<file path="config.mk">
export PLATFORM = sky130hd
export DESIGN_NAME = mcc2d_dp
export DESIGN_NICKNAME = d
export VERILOG_FILES = /design/src/hw/rtl/mcc2d_pkg.sv /design/src/hw/rtl/mcc2d_dp.sv
export SDC_FILE = /design/constraint.sdc
export NUM_CORES = 1
export LEC_CHECK = 0
export ABC_AREA = 1
export BUFFER_PORTS_ARGS = -buffer_cell sky130_fd_sc_hd__buf_2
export CORE_MARGIN = 2
export CORE_UTILIZATION = 50
export CTS_BUF_LIST = sky130_fd_sc_hd__clkbuf_16
export DETAILED_ROUTE_END_ITERATION = 12
export HOLD_SLACK_MARGIN = 0.05
export PLACE_DENSITY_LB_ADDON = 0.1
export SLEW_MARGIN = 0
export SYNTH_ARGS = -nofsm -noshare
export SYNTH_HDL_FRONTEND = slang
export SYNTH_SLANG_ARGS = --single-unit
</file>
<file path="constraint.sdc">
create_clock -name clock -period 6.2 [get_ports clock]
set_clock_uncertainty 0.05 [all_clocks]
set_input_delay 0.31 -clock clock [delete_from_list [all_inputs] [get_ports clock]]
set_output_delay 0.31 -clock clock [all_outputs]
set_load 0.005 [all_outputs]
</file>
<file path="src/hw/rtl/mcc2d_pkg.sv">
`default_nettype none
// ----------------------------------------------------------------------------
// mcc2d_pkg
// Shared types and constants of the multi-channel 2D convolution block.
// ----------------------------------------------------------------------------
package mcc2d_pkg;

   localparam logic [1:0] ACT_WEIGHT = 2'd0;
   localparam logic [1:0] ACT_BIAS   = 2'd1;
   localparam logic [1:0] ACT_SAMPLE = 2'd2;
   localparam logic [1:0] ACT_NOP    = 2'd3;

   localparam logic [2:0] REG_IMAGE_HEIGHT  = 3'd0;
   localparam logic [2:0] REG_IMAGE_WIDTH   = 3'd1;
   localparam logic [2:0] REG_CHANNEL_COUNT = 3'd2;
   localparam logic [2:0] REG_KERNEL_HEIGHT = 3'd3;
   localparam logic [2:0] REG_KERNEL_WIDTH  = 3'd4;
   localparam logic [2:0] REG_KERNEL_COUNT  = 3'd5;

   localparam int CSR_DATA_W = 8;
   localparam int CSR_ADDR_W = 3;
   localparam int ACC_W      = 48;

   typedef struct packed {
      logic [1:0]         action;
      logic               frame_start;
      logic [2:0]         tap_row;
      logic [2:0]         tap_col;
      logic [3:0]         tap_channel;
      logic [4:0]         kernel_index;
      logic signed [15:0] weight_value;
      logic signed [31:0] bias_value;
      logic signed [15:0] sample_value;
   } req_type;

   typedef struct packed {
      logic [6:0]         out_row;
      logic [6:0]         out_col;
      logic [4:0]         out_kernel;
      logic signed [31:0] result_value;
      logic               last_of_run;
   } rsp_type;

   // controller -> datapath
   typedef struct packed {
      logic clr;    // start of a kernel: clear accumulator
      logic mac;    // tap read issued this cycle
      logic fin;    // accumulator complete, build result
   } cmd_type;

endpackage
`default_nettype wire

</file>
<file path="src/hw/rtl/mcc2d_dp.sv">
`default_nettype none
// ----------------------------------------------------------------------------
// mcc2d_dp
// Datapath: one registered MAC on the weight/line memory read data, then
// arithmetic right shift, bias add and saturation.
// ----------------------------------------------------------------------------
module mcc2d_dp (
   input  wire                        clock,
   input  wire mcc2d_pkg::cmd_type    cmd,
   input  wire logic signed [15:0]    wdata,
   input  wire logic signed [15:0]    ldata,
   input  wire logic signed [31:0]    bias,
   output logic signed [31:0]         result
);
   logic                                 mv_ff;
   logic                                 fin_d_ff;
   logic signed [31:0]                   prod_ff;
   logic signed [mcc2d_pkg::ACC_W-1:0]  acc_ff, acc_in;
   logic signed [mcc2d_pkg::ACC_W-1:0]  sh;
   logic signed [mcc2d_pkg::ACC_W:0]    sum;

   // mac delayed via mv_ff, mv2_ff: memory read data is registered, then the product
   logic mv2_ff;
   always_ff @(posedge clock) begin
      mv_ff    <= cmd.mac;
      mv2_ff   <= mv_ff;
      prod_ff  <= wdata * ldata;
      fin_d_ff <= cmd.fin;
      acc_ff   <= acc_in;
   end

   always_comb begin
      acc_in = acc_ff;
      if (cmd.clr) acc_in = '0;
      else if (mv2_ff)
         acc_in = acc_ff + mcc2d_pkg::ACC_W'(prod_ff);
   end

   assign sh  = acc_ff >>> 14;
   assign sum = (mcc2d_pkg::ACC_W+1)'(sh) + (mcc2d_pkg::ACC_W+1)'(bias);

   always_comb begin
      if (sum > 49'sd2147483647)       result = 32'sh7FFFFFFF;
      else if (sum < -49'sd2147483648) result = 32'sh80000000;
      else                             result = sum[31:0];
   end

   logic unused_ok;
   assign unused_ok = fin_d_ff;
endmodule
`default_nettype wire

</file>
# Word level (Yosys, flattened, before mapping)
# Cells that the tools add are included.
# totals
reg_bits	82
input_bits	68
output_inout_bits	32
elab_cells	11
# classes
n_addsub	2
multipliers	1
magnitude_cmp	2
muxes	2
# op_table
op	n
2-to-1 mux 32 bit	2
adder 48 x 32 -> 48 bit	1
adder 34 x 32 -> 35 bit	1
> comparator 35 x 32 -> 1 bit, second input constant	1
< comparator 35 x 32 -> 1 bit, second input constant	1
multiplier 16 x 16 -> 32 bit	1

# Depth between registers and ports, before layout
# logic_depth
word_depth	4
depth_mapped	28
depth_no_buf	26

# Least setup slack after synthesis
# OpenSTA, ideal clock, no wires.
# synth_path
path_kind	input to register
startpoint	in ldata[5]
endpoint	reg prod_ff[31]
setup_time_ns	0.123
t_arrival_ns	5.560
required_time_ns	6.027
slack_ns	0.467
path_stages	19
n_path_buf	2
path_cell_list	clkbuf_1 clkbuf_1 nand2_1 fa_1 inv_1 fa_1 fa_1 fa_1 fa_1 inv_1 fa_1 inv_1 ha_1 nand2_1 nor4_1 nand4_1 nand3_1 a21oi_1 xor2_1
# synth_between
elab_chain_len	1
# synth_rtl
element	line_no	source
from (decl)	mcc2d_dp.sv:11	input wire logic signed [15:0] ldata,
multiplier 16 x 16 -> 32 bit	mcc2d_dp.sv:27	prod_ff <= wdata * ldata;
to (signal assigned)	mcc2d_dp.sv:27	
to (decl)	mcc2d_dp.sv:17	logic signed [31:0] prod_ff;
# Every way passes these cells.
# A chain may end at the register's enable or synchronous reset.

# Worst setup path after layout
# layout_path
startpoint	in ldata[15]
endpoint	reg prod_ff[22]
# The elaborated chain is that of the path after synthesis.

==> summary.md <==
| Metric | Value |
|---|---|
| Max cap viols | `0` |
| Top cell type's share of synthesized area | `0.279` |
| Reg clk slew, reported paths | `~0.08 ns` |
| F_max | `178 MHz` |
| Initial core utilization | `0.506` |
| Cell accounting for the most synthesized area | `fa_1` |
| Routed WL | `approximately 54000 um` |
| H-tree depth | `3` |
| Cell area after synthesis | `19000 um2` |
| Min-Delay Path Class | `reg2reg` |
| Die H | `199 um` |
| Mapped Cells | `2853` |
| Reg-to-Reg End | `acc_ff[46]$_SDFFE_PP0P_` |
| Vias per inst | `4.98` |
| Root Driver | `clkbuf_16` |
| Ranking of synthesized cells by area | `fa_1 (28%), nand2_1 (16%), inv_1 (14%)` |
| Worst slew margin | `0.425` |
| RSZ-0062 raised after global routing | `no` |
| Worst R2R Setup Slack | `between 3 and 4 ns` |
| Largest net degree at the start of global routing | `75` |
| Clock Tree Buf Depth | `2` |
| Worst-margin pin slew | `about 0.86 ns` |
| Non-Filler Instances | `between 3000 and 4000` |
| Grt total ovfl | `0` |
| CP Max Fanout | `10` |
| Number of synthesized flops with an enable pin | `0` |
| WL per Instance | `16.0 um` |
| Crit path to | `prod_ff[22]$_DFF_P_` |
| Via count | `~17000` |
| TritonCTS clock tree | `built` |
| Initial antenna violation count | `0` |
| Placed cells | `3397` |
| Max-slew violations | `0` |
| Final ANT Viol Nets | `0` |
| Gpl congestion | `around 0.95` |
| Post-synth top cells | `nand2_1 (784), inv_1 (698), fa_1 (264), nor2_1 (261), ha_1 (163)` |
| Crit. End Element | `flop` |
| Rows | `71` |
| Worst EP required | `6.39 ns` |
| Most frequent cell after synthesis | `nand2_1` |
| Clock tree sinks | `82` |
| CTS Buf Count | `9` |
| IO Count | `100` |
| Die Wd | `199 um` |
| Worst Path Arrival | `5.80 ns` |
| Global-route wire length before repair | `88400 um` |
| Clock Latency Late Sink | `0.36 ns` |
| Residual DRC count | `0` |
| R2R Path Start | `acc_ff[0]$_SDFFE_PP0P_` |
| Outcome | `finished, final reports clean` |
| Final instance area | `between 20000 and 25000 um2` |
| Antenna Cells | `0` |
| IO Port Bufs | `98` |
| Layout cells sized above 1 | `0.0561` |
| Final Setup Violations | `0` |
| Tcrit/Tclk final | `0.905` |
| HP Start | `mv_ff$_DFF_P_` |
| Cells on worst reg2reg path | `13` |
| HPWL after detailed placement | `47400 um` |
| Hold Violations, Final | `0` |
| Post-CTS Setup Bufs | `0` |
| Synth unique cells | `39` |
| Core area | `roughly 37000 um2` |
| Synth warn | `0` |
| Final Critical Period | `5.61 ns` |
| Nets | `~3400` |
| Die footprint | `a little under 40000 um2` |
| Final Core Density | `0.539` |
| Synth-to-layout area growth | `6.45%` |
| Number of DRC markers in iteration 0 | `900` |
| Part of the Yosys area used for sequential elements | `0.0865` |
| Synth async-reset ratio | `0` |
| Total track usage | `0.286` |
| Flops & latches, synth | `82` |
| DR pass1 iterations | `5` |
| Fin Setup TNS | `0 ns` |
| CP Launch Type | `primary input` |
| Launch point of the worst path | `ldata[15]` |
| Fill count | `between 3000 and 4000` |
| Post-synthesis area per instance | `6.65 um2` |
| Main flop type after synthesis | `dfxtp_1` |
| Net Count, Synth | `3348` |
| Cell area after placement | `19900 um2` |
| Vias in the first global route | `17200` |
| Worst Path Class, Setup | `in2reg` |
==> state kept, by name, summed over array words and instances, names as in the netlist <==
| name | count |
|---|---|
| acc_ff | 48 |
| mv2_ff | 1 |
| mv_ff | 1 |
| prod_ff | 32 |
==> final cells by class <==
cell class,count,area [um2],area share
flip-flops and latches,82,1640,0.0813
multi-input cells,1992,14400,0.711
repair buffers,113,606,0.0300
clock buffers,9,225,0.0112
clock inverters,7,93.8,0.00465
inverters,700,2630,0.130
well taps,511,639,0.0317
==> metrics by stage <==
stage,hold WS [ns],worst slack (ns)
after global routing,0.288,0.348
after floorplan,0.260,0.467
after CTS,0.286,0.607
final,0.285,0.592
after detailed placement,0.272,0.240
after global placement,0.270,0.268
==> worst min-delay path by stage <==
stage	to	slack, ns	cells after the start
6_report	mv2_ff$_DFF_P_	0.28	0
5_1_grt	mv2_ff$_DFF_P_	0.29	0
4_1_cts	mv2_ff$_DFF_P_	0.29	0
3_5_place_dp	mv2_ff$_DFF_P_	0.27	0
3_3_place_gp	mv2_ff$_DFF_P_	0.27	0
2_1_floorplan	mv2_ff$_DFF_P_	0.26	0
==> layer usage <==
metal / routed length (um) / track usage
met1: 25000 / 0.379
met2: 25600 / 0.492
met3: 2070 / 0.0242
met4: 1750 / 0.0943
met5: 0 / 0
==> cells in the final DEF (no fill, tap or decap), types with 3 or more instances in the layout <==
| cell type | n |
|---|---|
| nor2_1 | 261 |
| nand2_1 | 784 |
| o211ai_1 | 4 |
| buf_4 | 14 |
| dfxtp_1 | 81 |
| a21o_1 | 5 |
| nand2_2 | 15 |
| a21oi_1 | 139 |
| buf_2 | 98 |
| xnor2_1 | 29 |
| nor2_2 | 6 |
| nor3_1 | 20 |
| xor2_1 | 52 |
| a31oi_1 | 3 |
| or2_2 | 5 |
| clkbuf_16 | 9 |
| nand4_1 | 24 |
| nor4_1 | 4 |
| inv_1 | 698 |
| and2_1 | 3 |
| ha_1 | 163 |
| o21ai_0 | 90 |
| nand3_1 | 84 |
| fa_1 | 264 |
| o21bai_1 | 22 |
==> critical path: stages <==
cell     delay, ns
buf_2         0.08
inv_1         0.19
or2_2         0.36
fa_1          0.51
fa_1          0.55
inv_1         0.05
fa_1          0.51
fa_1          0.52
fa_1          0.55
inv_1         0.05
fa_1          0.52
inv_1         0.04
ha_1          0.34
nand2_1       0.10
inv_1         0.08
nand3_1       0.15
nor3_1        0.38
a21oi_1       0.18
nor2_1        0.13
nor2_1        0.06
xnor2_1       0.13
==> timing repair <==
item / CTS / global route
gates resized for setup: 0 / 0
endpoints found under the hold margin: 1 / 0
endpoints found under the setup margin: 0 / 0
hold buffers: 1 / 0
==> kinds of logic after synthesis <==
family                     count (synthesis)  share of synthesized area
buffers and inverters                    779                      0.156
AOI/OAI and AO/OA                        271                     0.0776
DFF                                       82                     0.0865
adders and majority gates                427                      0.386
and+or+nand+nor                         1213                      0.256
xor gates and xnor gates                  81                     0.0374
Power is not shown: default switching activity piles up to over one toggle a cycle in this logic, so the estimate is an artifact.
